[src/design/assert_macros.svh]
// assertion macros used by stream_timeout_table
`ifndef ASSERT_MACROS_SVH
`define ASSERT_MACROS_SVH

// clocked check, disabled while reset is asserted
`define ASSERT_CLK(label, clk, rst_n, prop, msg) \
    label: assert property (@(posedge clk) disable iff (!rst_n) (prop)) else $error(msg);

// clocked implication, disabled while reset is asserted
`define ASSERT_IMPL(label, clk, rst_n, ante, cons, msg) \
    label: assert property (@(posedge clk) disable iff (!rst_n) (ante) |-> (cons)) \
        else $error(msg);

`endif

[src/design/stt_pkg.sv]
// shared types and constants of the stream timeout table
`default_nettype none

package stt_pkg;

    localparam int ID_W          = 16;
    localparam int TIME_W        = 31;
    localparam int DEPTH_DEFAULT = 16;

    localparam logic [TIME_W-1:0] DEFAULT_TIMEOUT_RESET = 31'd100;

    typedef enum logic [1:0] {
        OP_ELAPSE   = 2'd0,
        OP_REGISTER = 2'd1,
        OP_CLEAR    = 2'd2,
        OP_IGNORE   = 2'd3
    } op_t;

    typedef enum logic [1:0] {
        ST_OK   = 2'd0,
        ST_KEY  = 2'd1,
        ST_FULL = 2'd2
    } status_t;

    typedef enum logic [1:0] {
        S_IDLE = 2'd0,
        S_SCAN = 2'd1,
        S_SORT = 2'd2,
        S_EMIT = 2'd3
    } state_t;

    typedef struct packed {
        logic [ID_W-1:0]   stream;
        logic [TIME_W-1:0] remaining;
    } entry_t;

endpackage

`default_nettype wire

[src/design/stt_ram.sv]
// entry memory: one write port, one read port with registered data
`default_nettype none

module stt_ram #(
    parameter int DEPTH = stt_pkg::DEPTH_DEFAULT,
    parameter int IDX_W = $clog2(stt_pkg::DEPTH_DEFAULT)
) (
    input  wire logic            clk,
    input  wire logic [IDX_W-1:0] rd_addr,
    output stt_pkg::entry_t      rd_data,
    input  wire logic            wr_en,
    input  wire logic [IDX_W-1:0] wr_addr,
    input  wire stt_pkg::entry_t wr_data
);

    stt_pkg::entry_t mem [DEPTH];
    stt_pkg::entry_t rd_data_reg;

    // write port
    always_ff @(posedge clk)
    begin
        if (wr_en)
        begin
            mem[wr_addr] <= wr_data;
        end
    end

    // registered read port
    always_ff @(posedge clk)
    begin
        rd_data_reg <= mem[rd_addr];
    end

    assign rd_data = rd_data_reg;

endmodule

`default_nettype wire

[src/design/stream_timeout_table.sv]
// top level of the stream timeout table: control sequencer around the entry memory
//
//   channel | signals                                          | direction
//   cmd     | cmd_valid, cmd_stall, opcode, stream_id, amount_ms | in
//   rsp     | rsp_valid, rsp_stall, status, expired_valid,       | out
//           | expired_id, min_timeout, last                     |
//   cfg     | cfg_write_en, cfg_write_data                      | in
//
// one item at a time; every table scan reads the memory once per entry
// register, clear and elapse each scan the table; an ignored command skips the scan
// a clear that removes the minimum adds a second scan to rebuild the minimum
// an elapse with expired streams adds one ordering scan per expired stream
// a stalled result holds the sequencer in its emit step; cmd_stall stays high until idle
// reset clears valid bits, sets minimum and default timeout to 100; the memory needs no clearing
`default_nettype none

`include "assert_macros.svh"

module stream_timeout_table #(
    parameter int TABLE_DEPTH = stt_pkg::DEPTH_DEFAULT
) (
    input  wire logic                       clk,
    input  wire logic                       rst_n,
    input  wire logic                       cmd_valid,
    output logic                            cmd_stall,
    input  wire logic [1:0]                 opcode,
    input  wire logic [stt_pkg::ID_W-1:0]   stream_id,
    input  wire logic [stt_pkg::TIME_W-1:0] amount_ms,
    output logic                            rsp_valid,
    input  wire logic                       rsp_stall,
    output logic [1:0]                      status,
    output logic                            expired_valid,
    output logic [stt_pkg::ID_W-1:0]        expired_id,
    output logic [stt_pkg::TIME_W-1:0]      min_timeout,
    output logic                            last,
    input  wire logic                       cfg_write_en,
    input  wire logic [stt_pkg::TIME_W-1:0] cfg_write_data
);

    localparam int IDX_W = $clog2(TABLE_DEPTH);
    localparam int CNT_W = $clog2(TABLE_DEPTH + 1);
    localparam logic [CNT_W-1:0] DEPTH_CNT = CNT_W'(TABLE_DEPTH);

    stt_pkg::state_t state_reg, state_next;
    stt_pkg::op_t    op_reg, op_next;
    logic [stt_pkg::ID_W-1:0]   id_reg, id_next;
    logic [stt_pkg::TIME_W-1:0] amt_reg, amt_next;
    logic                       silent_reg, silent_next;
    logic [CNT_W-1:0]           cnt_reg, cnt_next;
    logic                       pend_reg, pend_next;
    logic [IDX_W-1:0]           pidx_reg, pidx_next;
    logic [TABLE_DEPTH-1:0]     valid_reg, valid_next;
    logic [TABLE_DEPTH-1:0]     gone_reg, gone_next;
    logic [stt_pkg::TIME_W-1:0] acc_reg, acc_next;
    logic                       found_reg, found_next;
    logic [IDX_W-1:0]           fidx_reg, fidx_next;
    logic [stt_pkg::TIME_W-1:0] frem_reg, frem_next;
    logic                       bhave_reg, bhave_next;
    logic [stt_pkg::ID_W-1:0]   bid_reg, bid_next;
    logic [IDX_W-1:0]           bidx_reg, bidx_next;
    logic [stt_pkg::TIME_W-1:0] cur_min_reg, cur_min_next;
    logic [stt_pkg::TIME_W-1:0] dflt_reg;

    // pending result fields
    stt_pkg::status_t           res_st_reg, res_st_next;
    logic                       res_expv_reg, res_expv_next;
    logic [stt_pkg::ID_W-1:0]   res_id_reg, res_id_next;
    logic                       res_last_reg, res_last_next;

    // output register
    logic                       ov_reg, ov_next;
    logic [1:0]                 ost_reg, ost_next;
    logic                       oexpv_reg, oexpv_next;
    logic [stt_pkg::ID_W-1:0]   oid_reg, oid_next;
    logic [stt_pkg::TIME_W-1:0] omin_reg, omin_next;
    logic                       olast_reg, olast_next;

    // memory ports
    logic [IDX_W-1:0]  rd_addr;
    stt_pkg::entry_t   rd_data;
    logic              mem_we;
    logic [IDX_W-1:0]  mem_waddr;
    stt_pkg::entry_t   mem_wdata;

    logic [IDX_W-1:0]           free_idx;
    logic                       scan_done;
    logic [TABLE_DEPTH-1:0]     gone_left;
    logic [stt_pkg::TIME_W-1:0] rem_left;

    stt_ram #(
        .DEPTH (TABLE_DEPTH),
        .IDX_W (IDX_W)
    ) u_ram (
        .clk     (clk),
        .rd_addr (rd_addr),
        .rd_data (rd_data),
        .wr_en   (mem_we),
        .wr_addr (mem_waddr),
        .wr_data (mem_wdata)
    );

    // lowest free slot
    always_comb
    begin
        free_idx = '0;
        for (int i = TABLE_DEPTH - 1; i >= 0; i--)
        begin
            if (!valid_reg[i])
            begin
                free_idx = IDX_W'(i);
            end
        end
    end

    // gone set once the current best is reported
    always_comb
    begin
        gone_left = gone_reg;
        gone_left[bidx_reg] = 1'b0;
    end

    assign scan_done = (cnt_reg == DEPTH_CNT) && !pend_reg;
    assign rd_addr   = cnt_reg[IDX_W-1:0];
    assign rem_left  = rd_data.remaining - amt_reg;

    // default timeout register
    always_ff @(posedge clk or negedge rst_n)
    begin
        if (!rst_n)
        begin
            dflt_reg <= stt_pkg::DEFAULT_TIMEOUT_RESET;
        end
        else if (cfg_write_en)
        begin
            dflt_reg <= cfg_write_data;
        end
    end

    // control state
    always_ff @(posedge clk or negedge rst_n)
    begin
        if (!rst_n)
        begin
            state_reg   <= stt_pkg::S_IDLE;
            valid_reg   <= '0;
            gone_reg    <= '0;
            cnt_reg     <= '0;
            pend_reg    <= 1'b0;
            cur_min_reg <= stt_pkg::DEFAULT_TIMEOUT_RESET;
            ov_reg      <= 1'b0;
        end
        else
        begin
            state_reg   <= state_next;
            valid_reg   <= valid_next;
            gone_reg    <= gone_next;
            cnt_reg     <= cnt_next;
            pend_reg    <= pend_next;
            cur_min_reg <= cur_min_next;
            ov_reg      <= ov_next;
        end
    end

    // working and payload registers
    always_ff @(posedge clk)
    begin
        op_reg       <= op_next;
        id_reg       <= id_next;
        amt_reg      <= amt_next;
        silent_reg   <= silent_next;
        pidx_reg     <= pidx_next;
        acc_reg      <= acc_next;
        found_reg    <= found_next;
        fidx_reg     <= fidx_next;
        frem_reg     <= frem_next;
        bhave_reg    <= bhave_next;
        bid_reg      <= bid_next;
        bidx_reg     <= bidx_next;
        res_st_reg   <= res_st_next;
        res_expv_reg <= res_expv_next;
        res_id_reg   <= res_id_next;
        res_last_reg <= res_last_next;
        ost_reg      <= ost_next;
        oexpv_reg    <= oexpv_next;
        oid_reg      <= oid_next;
        omin_reg     <= omin_next;
        olast_reg    <= olast_next;
    end

    // sequencer: next state, memory access and result building
    always_comb
    begin
        state_next    = state_reg;
        op_next       = op_reg;
        id_next       = id_reg;
        amt_next      = amt_reg;
        silent_next   = silent_reg;
        cnt_next      = cnt_reg;
        pend_next     = pend_reg;
        pidx_next     = pidx_reg;
        valid_next    = valid_reg;
        gone_next     = gone_reg;
        acc_next      = acc_reg;
        found_next    = found_reg;
        fidx_next     = fidx_reg;
        frem_next     = frem_reg;
        bhave_next    = bhave_reg;
        bid_next      = bid_reg;
        bidx_next     = bidx_reg;
        cur_min_next  = cur_min_reg;
        res_st_next   = res_st_reg;
        res_expv_next = res_expv_reg;
        res_id_next   = res_id_reg;
        res_last_next = res_last_reg;
        ov_next       = ov_reg && rsp_stall;
        ost_next      = ost_reg;
        oexpv_next    = oexpv_reg;
        oid_next      = oid_reg;
        omin_next     = omin_reg;
        olast_next    = olast_reg;
        mem_we        = 1'b0;
        mem_waddr     = pidx_reg;
        mem_wdata     = rd_data;
        cmd_stall     = 1'b1;

        // read issue, shared by both scans
        if (state_reg == stt_pkg::S_SCAN || state_reg == stt_pkg::S_SORT)
        begin
            if (cnt_reg != DEPTH_CNT)
            begin
                cnt_next  = cnt_reg + 1'b1;
                pend_next = 1'b1;
                pidx_next = cnt_reg[IDX_W-1:0];
            end
            else
            begin
                pend_next = 1'b0;
            end
        end

        case (state_reg)
            stt_pkg::S_IDLE:
            begin
                cmd_stall = 1'b0;
                if (cmd_valid)
                begin
                    op_next       = stt_pkg::op_t'(opcode);
                    id_next       = stream_id;
                    amt_next      = amount_ms;
                    silent_next   = 1'b0;
                    cnt_next      = '0;
                    pend_next     = 1'b0;
                    gone_next     = '0;
                    acc_next      = dflt_reg;
                    found_next    = 1'b0;
                    res_st_next   = stt_pkg::ST_OK;
                    res_expv_next = 1'b0;
                    res_id_next   = '0;
                    res_last_next = 1'b1;
                    if (stt_pkg::op_t'(opcode) == stt_pkg::OP_IGNORE)
                    begin
                        state_next = stt_pkg::S_EMIT;
                    end
                    else
                    begin
                        state_next = stt_pkg::S_SCAN;
                    end
                end
            end

            stt_pkg::S_SCAN:
            begin
                // process the entry read in the previous cycle
                if (pend_reg && valid_reg[pidx_reg])
                begin
                    if (op_reg == stt_pkg::OP_ELAPSE)
                    begin
                        if (rd_data.remaining <= amt_reg)
                        begin
                            valid_next[pidx_reg] = 1'b0;
                            gone_next[pidx_reg]  = 1'b1;
                        end
                        else
                        begin
                            mem_we              = 1'b1;
                            mem_wdata.remaining = rem_left;
                            if (rem_left < acc_reg)
                            begin
                                acc_next = rem_left;
                            end
                        end
                    end
                    else if (rd_data.stream == id_reg)
                    begin
                        found_next = 1'b1;
                        fidx_next  = pidx_reg;
                        frem_next  = rd_data.remaining;
                    end
                end

                // end of scan
                if (scan_done)
                begin
                    case (op_reg)
                        stt_pkg::OP_ELAPSE:
                        begin
                            cur_min_next = acc_reg;
                            if (!silent_reg && (gone_reg != '0))
                            begin
                                cnt_next   = '0;
                                bhave_next = 1'b0;
                                state_next = stt_pkg::S_SORT;
                            end
                            else
                            begin
                                state_next = stt_pkg::S_EMIT;
                            end
                        end
                        stt_pkg::OP_REGISTER:
                        begin
                            state_next = stt_pkg::S_EMIT;
                            if (found_reg)
                            begin
                                res_st_next = stt_pkg::ST_KEY;
                            end
                            else if (&valid_reg)
                            begin
                                res_st_next = stt_pkg::ST_FULL;
                            end
                            else
                            begin
                                mem_we               = 1'b1;
                                mem_waddr            = free_idx;
                                mem_wdata.stream     = id_reg;
                                mem_wdata.remaining  = amt_reg;
                                valid_next[free_idx] = 1'b1;
                                if (amt_reg < cur_min_reg)
                                begin
                                    cur_min_next = amt_reg;
                                end
                            end
                        end
                        stt_pkg::OP_CLEAR:
                        begin
                            if (!found_reg)
                            begin
                                res_st_next = stt_pkg::ST_KEY;
                                state_next  = stt_pkg::S_EMIT;
                            end
                            else
                            begin
                                valid_next[fidx_reg] = 1'b0;
                                if (frem_reg == cur_min_reg)
                                begin
                                    // zero-time elapse to rebuild the minimum
                                    op_next     = stt_pkg::OP_ELAPSE;
                                    silent_next = 1'b1;
                                    amt_next    = '0;
                                    cnt_next    = '0;
                                    gone_next   = '0;
                                    acc_next    = dflt_reg;
                                end
                                else
                                begin
                                    state_next = stt_pkg::S_EMIT;
                                end
                            end
                        end
                        default:
                        begin
                            state_next = stt_pkg::S_EMIT;
                        end
                    endcase
                end
            end

            stt_pkg::S_SORT:
            begin
                // smallest id among expired entries
                if (pend_reg && gone_reg[pidx_reg])
                begin
                    if (!bhave_reg || (rd_data.stream < bid_reg))
                    begin
                        bhave_next = 1'b1;
                        bid_next   = rd_data.stream;
                        bidx_next  = pidx_reg;
                    end
                end
                if (scan_done)
                begin
                    gone_next     = gone_left;
                    res_st_next   = stt_pkg::ST_OK;
                    res_expv_next = 1'b1;
                    res_id_next   = bid_reg;
                    res_last_next = (gone_left == '0);
                    state_next    = stt_pkg::S_EMIT;
                end
            end

            stt_pkg::S_EMIT:
            begin
                if (!ov_reg || !rsp_stall)
                begin
                    ov_next    = 1'b1;
                    ost_next   = res_st_reg;
                    oexpv_next = res_expv_reg;
                    oid_next   = res_id_reg;
                    omin_next  = cur_min_reg;
                    olast_next = res_last_reg;
                    if (res_last_reg)
                    begin
                        state_next = stt_pkg::S_IDLE;
                    end
                    else
                    begin
                        cnt_next   = '0;
                        pend_next  = 1'b0;
                        bhave_next = 1'b0;
                        state_next = stt_pkg::S_SORT;
                    end
                end
            end

            default:
            begin
                state_next = stt_pkg::S_IDLE;
            end
        endcase
    end

    assign rsp_valid     = ov_reg;
    assign status        = ost_reg;
    assign expired_valid = oexpv_reg;
    assign expired_id    = oid_reg;
    assign min_timeout   = omin_reg;
    assign last          = olast_reg;

    // an expired entry is never live at the same time
    `ASSERT_CLK(a_gone_not_valid, clk, rst_n, (gone_reg & valid_reg) == '0,
        "expired mark on a live entry")

    // the ordering scan runs only while expired entries remain
    `ASSERT_IMPL(a_sort_has_work, clk, rst_n, state_reg == stt_pkg::S_SORT, gone_reg != '0,
        "ordering scan with nothing to report")

    // an expired stream is always reported with status ok
    `ASSERT_IMPL(a_expired_ok, clk, rst_n, rsp_valid && expired_valid, status == stt_pkg::ST_OK,
        "expired stream reported with an error status")

endmodule

`default_nettype wire
[config.mk]
export PLATFORM = sky130hd
export DESIGN_NAME = stream_timeout_table
export DESIGN_NICKNAME = d
export VERILOG_FILES = /design/src/design/stt_pkg.sv /design/src/design/stt_ram.sv /design/src/design/stream_timeout_table.sv
export VERILOG_INCLUDE_DIRS = /design/src /design/src/design
export SDC_FILE = /design/constraint.sdc
export NUM_CORES = 1
export LEC_CHECK = 0
export BUFFER_PORTS_ARGS = -buffer_cell sky130_fd_sc_hd__buf_4
export CAP_MARGIN = 10
export CELL_PAD_IN_SITES_DETAIL_PLACEMENT = 0
export CELL_PAD_IN_SITES_GLOBAL_PLACEMENT = 1
export CORE_ASPECT_RATIO = 0.7
export CORE_MARGIN = 10
export CORE_UTILIZATION = 49
export DETAILED_ROUTE_END_ITERATION = 10
export GPL_ROUTABILITY_DRIVEN = 0
export GPL_TIMING_DRIVEN = 0
export HOLD_SLACK_MARGIN = 0.06
export PLACE_DENSITY = 0.76
export SLEW_MARGIN = 0
export SYNTH_ARGS = -nofsm -noshare
export SYNTH_HDL_FRONTEND = slang
export SYNTH_SLANG_ARGS = --single-unit
[constraint.sdc]
create_clock -name clk -period 7.4 [get_ports clk]
set_input_delay 1.48 -clock clk [delete_from_list [all_inputs] [get_ports clk]]
set_output_delay 1.48 -clock clk [all_outputs]
set_load 0.02 [all_outputs]
==> run metrics, run 1 <==
CTS max path bufs=3; CTS tree=built; CTS sink count=1115; DR vias/cell=6.20; maximum clock rate=156 MHz; largest net degree at the start of global routing=81; adder-cell share of the synthesized area=3.07%; GRT Overall Usage=23.3%; CTS resizes=0; Worst-Skew Late Latency=700 ps; Syn Area/Cell=16.9 µm²; post-synthesis compound-gate area fraction=5.52%; Synth async-reset ratio=9.24%; slack of the worst reg-to-reg path=1010 ps; post-synthesis simple-gate area fraction=4.63%; DRT iter0 DRCs=3613; Setup crit start=cnt_reg[0]; Detail Placement HPWL=93.0 mm; Antenna diodes=0; Comb pwr share=35.4%; CTS clock-pin slew for the worst setup and hold paths=70 ps; crit path kind=reg2reg; Setup crit end kind=flop; hold-critical path depth=0; Initial Utilization=49.5%; final setup fails=0; first-pass GRT wire length=190 mm; design area=55100 µm²; Synth Flop Type=edfxtp_1; hold slack=417 ps; CTS Hold Buffers Added=0; Cells after Synth=2813; Top Metal Used=met5; status=finished clean; fillcell total=7205; Post-synth EDFFs=965; max-cap violations=0; Setup Fix Bufs, Post-CTS=0; Reg-to-Reg End=u_ram.mem[5][2]; R2R Path Start=cnt_reg[0]; internal power=14.3 mW; post-route clock skew=26.9 ps; Root Buffer=clkbuf_16; Port Buffer Count=137; post-synthesis mux area share=14.7%; fin cells=4507; Net Sw Frac=36.0%; global route overflow=0; final slew viol count=0; chip height=281 µm; initial antenna violation count=2; routed length on met1=55.7 mm; Sequential Power Share=39.9%; max reg flops=752; Worst Setup Start Kind=flop; power density over cell area=405 nW/µm²; core area=96200 µm²; Layout area overhead=15.8%; most area-hungry cell type in the Yosys netlist=edfxtp_1; max_slew headroom=3.26%; Post-Route WL=129 mm; post-route ant nets=0; routed vias=28000; Min-Delay Path Class=reg2reg; Pleak=19.4 nW; Crit Path Max Fanout=10; mapped cell area=47600 µm²; placed instance area=51400 µm²; Rows=95; WP data arrival=6800 ps; Clock Power Share=24.7%; top post-synthesis cells by area=edfxtp_1 61%, mux4_2 11%, dfrtp_1 5.1%; minimum clock period=6390 ps; largest family of logic cells by synthesized area=multiplexers; share of layout cells above drive strength 1=23.9%; met3 wire len=13.2 mm; register area=32500 µm²; Synth warnings=0; chip width=392 µm; drt first pass iters=8; worst slew pin tran=1450 ps; Remaining DRCs=0; top-area cell type share of the netlist area=60.9%; wire length per cell=28.5 µm; Unique masters post-synth=85; placed insts=4302; sequential area share after synthesis=68.3%; period utilization=86.4%; DIE AREA=110000 µm²; fin nets=3356; FF+latch count, synth=1115; I/O pins=138; crit path to=u_ram.mem[5][2]; area of the multi-input gates=14100 µm²; Synth Net Count=3014; Worst R2R Path Depth=17; Pwr Total=22.3 mW; Hold Vio Cnt, Final=0; H-Tree Depth=3; Worst EP required=7800 ps; Inserted Clock Buffers=104; post-synthesis xor/xnor area fraction=1.40%; vias in the first global route=28100; RSZ-0062 raised after global routing=false; Psw=8.03 mW; Worst VDD drop=0.223 mV; metal2 WL=56.7 mm
-- cell type report --
type	instances	area share, %
Sequential cell	1115	59.0
Clock inverter	61	1.15
Timing Repair Buffer	236	4.08
Clock buffer	136	5.25
Inverter	170	1.16
Buffer	122	0.922
Multi-Input combinational cell	1406	25.6
Tap cell	1261	2.86
-- worst max-delay path: stages, from the launching register on --
cell	delay (ps)
dfrtp_1	440
clkbuf_1	380
clkbuf_1	360
buf_1	490
inv_1	240
ha_1	170
nand3b_1	150
nor3_2	710
nand2_1	190
nor2_1	250
clkbuf_1	550
a21oi_1	380
nor4_2	710
buf_4	290
buf_4	160
buf_4	190
buf_4	200
buf_4	190
-- metal layers --
metal  up-vias  global-route usage, %
met2      1514                   34.5
met3       195                   5.31
li1      11800                      -
met4         2                   5.68
met1     14400                   34.9
met5         -                      0
-- metrics by stage --
step           util (%)  worst slack, ps  setup TNS, ps
2_1_floorplan         -             -477        -106510
3_3_place_gp       52.2            -7880       -3065880
3_5_place_dp       53.5             1070              0
4_1_cts            57.2             1010              0
5_1_grt            57.3              627              0
6_report           57.3             1010              0
-- placed cells by master (no fill, tap or decap), drive strengths merged, types with 31 or more instances in the layout --
cell type,count
edfxtp,965
buf,277
mux4,244
clkbuf,217
inv,173
a21oi,126
ha,115
nor2,113
dfrtp,97
nand2,95
mux2i,89
o21ai,72
xnor2,51
mux2,51
dfxtp,47
nor2b,47
clkinv,45
nand4,36
nand3,32
a21o,31
-- worst min path at each step --
stage	start	end
5_1_grt	res_expv_reg	expired_valid
3_5_place_dp	res_id_reg[9]	expired_id[9]
6_report	res_expv_reg	expired_valid
3_3_place_gp	res_id_reg[8]	expired_id[8]
2_1_floorplan	res_id_reg[0]	expired_id[0]
4_1_cts	res_expv_reg	expired_valid
-- cell families after synthesis --
kind of cell,after synthesis
flops,1115
simple gates,437
compound gates,393
mux,384
buf+inv,292
fa+ha+maj,116
xor+xnor,76
-- cell usage after synthesis, drive strengths merged, types with 7 or more instances --
| master | number |
|---|---|
| nand3 | 32 |
| nor4 | 22 |
| a221o | 8 |
| dfrtp | 97 |
| and2 | 12 |
| o221ai | 13 |
| nand2b | 18 |
| a31oi | 17 |
| o21ai | 72 |
| nor2b | 47 |
| mux2i | 89 |
| a211oi | 8 |
| buf | 44 |
| nor3 | 21 |
| nand2 | 95 |
| o211ai | 19 |
| edfxtp | 965 |
| ha | 115 |
| nand4 | 36 |
| xnor2 | 51 |
| or3 | 7 |
| nor2 | 113 |
| o21a | 11 |
| dfxtp | 47 |
| inv | 169 |
| or2 | 9 |
| a222oi | 22 |
| nand3b | 7 |
| clkbuf | 78 |
| a21oi | 126 |
| mux4 | 244 |
| a21o | 31 |
| mux2 | 51 |
| o31ai | 10 |
| xor2 | 25 |
-- power groups by stage --
| stage | sequential, mW | clock (mW) | combinational (mW) |
|---|---|---|---|
| final | 8.90 | 5.51 | 7.89 |
| after global routing | 8.95 | 5.83 | 8.63 |
| after CTS | 8.88 | 5.58 | 7.76 |
| after detailed placement | 9.01 | 0 | 7.72 |
| after global placement | 9.02 | 0 | 7.39 |
| after floorplan | 8.77 | 0 | 5.12 |
No activity file was read; power rests on OpenSTA's default activity.
==> inputs of run 2 (changes only) <==
--- a/config.mk
+++ b/config.mk
@@ -6,13 +6,14 @@
 export SDC_FILE = /design/constraint.sdc
 export NUM_CORES = 1
 export LEC_CHECK = 0
+export ABC_AREA = 1
 export BUFFER_PORTS_ARGS = -buffer_cell sky130_fd_sc_hd__buf_4
 export CAP_MARGIN = 10
 export CELL_PAD_IN_SITES_DETAIL_PLACEMENT = 0
 export CELL_PAD_IN_SITES_GLOBAL_PLACEMENT = 1
 export CORE_ASPECT_RATIO = 0.7
 export CORE_MARGIN = 10
-export CORE_UTILIZATION = 49
+export CORE_UTILIZATION = 46
 export DETAILED_ROUTE_END_ITERATION = 10
 export GPL_ROUTABILITY_DRIVEN = 0
 export GPL_TIMING_DRIVEN = 0
==> run 2 against run 1 <==
Power increased by 6.1%. Critical path depth shrank 1. Cell area up 2.6%. Sequential share of layout area down 1.5 points. Clock-buffer cell count increased by 12. First-iteration DRC count grew 50%. Die area increased by 9.3%.
==> run metrics, run 2 <==
status=finished clean; Sequential Power Share=37.1%; chip width=410 µm; Synth top cells by count=965 x edfxtp_1, 684 x nand2_1, 575 x o21ai_0, 552 x nor2_1, 362 x inv_1; final setup fails=0; CP max stage delay=990 ps; setup TNS=0 ps; Clock Power Share=23.3%; Synth async-reset ratio=9.24%; worst slew pin tran=1300 ps; Endpoint, Worst Hold=expired_id[4]; Rows=100; most area-hungry cell type in the Yosys netlist=edfxtp_1; Post-Route WL=158 mm; Setup Fix Bufs, Post-CTS=0; crit path kind=reg2reg; Initial Utilization=46.3%; first-pass GRT wire length=229 mm; Pleak=21.0 nW; CTS max path bufs=3; top post-synthesis cells by area=edfxtp_1 59%, o21ai_0 5.9%, nand2_1 5.2%; DR vias/cell=5.84; Min-Delay Path Class=reg2reg; Net Sw Frac=41.4%; final slew viol count=0; CTS Hold Buffers Added=0; Synth warnings=0; period utilization=83.7%; Synth Flop Type=edfxtp_1; Reg-to-Reg End=u_ram.mem[7][14]; post-synthesis simple-gate area fraction=12.5%; Post-synth EDFFs=965; share of layout cells above drive strength 1=10.2%; Worst R2R Path Depth=16; WP data arrival=6600 ps; Remaining DRCs=0; Setup crit end kind=flop; routed vias=36500; largest net degree at the start of global routing=83; post-synthesis xor/xnor area fraction=1.14%; global route overflow=0; sequential area share after synthesis=66.2%; adder-cell share of the synthesized area=2.97%; commonest non-fill, non-tap cell in the layout=edfxtp_1; largest family of logic cells by synthesized area=simple AND/OR/NAND/NOR gates; Comb pwr share=39.6%; initial antenna violation count=7; vias in the first global route=33700; Port Buffer Count=136; Worst Slack Setup Final=1200 ps; mapped cell area=49100 µm²; hold-critical path depth=0; max_slew headroom=13.2%; top-area cell type share of the netlist area=59.0%; global route hottest layer=met1; Antenna diodes=0; post-synthesis compound-gate area fraction=12.2%; GRT Overall Usage=25.5%; I/O pins=138; drt first pass iters=6; Detail Placement HPWL=116 mm; CTS resizes=0; met3 Resource Use GR=6.97%; wire length per cell=25.3 µm; core area=106000 µm²; DRT iter0 DRCs=5413; cell with the most instances after synthesis=edfxtp_1; post-route ant nets=0; Slowest-stage cell, CP=clkbuf_1; minimum clock period=6200 ps; CTS clock-pin slew for the worst setup and hold paths=60 ps; critical-path cell list=clkbuf_1 -> clkinv_1 -> clkbuf_1 -> clkbuf_1 -> ha_1 -> nand3_2 -> nor2_4 -> inv_2 -> nor2_2 -> nand2_1 -> nor2_4 -> o21ai_0 -> inv_1 -> nand4_2 -> nor2_4 -> buf_12; Root Buffer=clkbuf_16; RSZ-0062 raised after global routing=false; Hold Vio Cnt, Final=0; Worst Setup Start Kind=flop; Synth Net Count=4632; H-Tree Depth=3; Psw=9.80 mW; post-synthesis mux area share=0.229%; post-route clock skew=20.4 ps; maximum clock rate=161 MHz; power density over cell area=419 nW/µm²; met1 Usage GRT=40.3%; Setup WS pre-CTS=1300 ps; Cells after Synth=4431; Syn Area/Cell=11.1 µm²; fillcell total=9220; CTS tree=built; max reg flops=752; chip height=293 µm; internal power=13.9 mW; Layout area overhead=15.1%; commonest cells after routing, fill and taps aside=965 x edfxtp_1, 684 x nand2_1, 562 x o21ai_0, 533 x nor2_1, 362 x inv_1; Hold Crit Start=res_id_reg[4]; max-cap violations=0; Crit Path Max Fanout=24; Unique masters post-synth=61; Worst-Skew Late Latency=720 ps; Inserted Clock Buffers=104; CTS sink count=1115; fin nets=4926; met2 Use GR=34.5%; Worst VDD drop=0.246 mV; slack of the worst reg-to-reg path=1200 ps; Worst EP required=7800 ps; R2R Path Start=cnt_reg[1]; DIE AREA=120000 µm²; FF+latch count, synth=1115
[run 2: how the worst max path moves through the flow]
stage / start / to / slack (ps)
after CTS: cnt_reg[1] / u_ram.mem[7][14] / 1280
after global routing: cnt_reg[1] / u_ram.mem[7][14] / 920
after floorplan: cnt_reg[0] / u_ram.mem[1][0] / 2150
final: cnt_reg[1] / u_ram.mem[7][14] / 1200
after detailed placement: cnt_reg[1] / u_ram.mem[7][20] / 1300
after global placement: cnt_reg[0] / u_ram.mem[0][24] / -2120
[run 2: kinds of logic (layout without fill, tap and decap cells)]
kind of cell | count (synthesis) | count (layout)
xor+xnor | 64 | 64
flops | 1115 | 1115
simple gates | 1486 | 1486
mux | 10 | 10
compound gates | 1047 | 1047
fa+ha+maj | 116 | 116
buf+inv | 593 | 975
[run 2: area by class of cell]
cell class / count / area, µm² / area share (%)
timing repair buffer: 188 / 1980 / 3.50
inverter: 376 / 1420 / 2.52
clock inverter: 46 / 465 / 0.824
clock buffer: 148 / 3000 / 5.30
multi-input combinational: 2723 / 14400 / 25.6
sequential: 1115 / 32500 / 57.5
buffer: 217 / 906 / 1.60
tap: 1428 / 1790 / 3.16
[run 2: stage by stage]
step / hold slack, ps / cell area (µm²) / total power, mW / utilization (%) / instances
3_3_place_gp: 402 / 51900 / 17.7 / 48.9 / 5995
4_1_cts: 420 / 56500 / 23.4 / 53.2 / 6239
5_1_grt: 423 / 56500 / 24.7 / 53.3 / 6241
3_5_place_dp: 405 / 53000 / 17.9 / 50.0 / 6045
6_report: 421 / 56500 / 23.7 / 53.3 / 6241
2_1_floorplan: 400 / 49100 / 14.1 / - / 4431
[run 2: worst max-delay path: cells and delay by family (launching register included)]
family / cells / cell delay, ps
adder cells (fa/ha/maj): 1 / 320
buffers and inverters: 7 / 2870
flip-flops: 1 / 410
AO/OA/AOI/OAI: 1 / 230
AND/OR/NAND/NOR: 7 / 1980
[run 2: power by group through the flow]
stage	Combinational, mW	Clock (mW)	Sequential [mW]
floorplan	5.33	0	8.77
global placement	8.71	0	8.94
detailed placement	9.06	0	8.87
CTS	9.11	5.56	8.76
global route	10.1	5.80	8.80
finish	9.37	5.52	8.77
[run 2: routing by layer]
layer	up-vias	wire, µm
li1	16300	-
met1	17800	71700
met2	2182	63000
met3	213	20500
met4	4	2800
met5	-	34
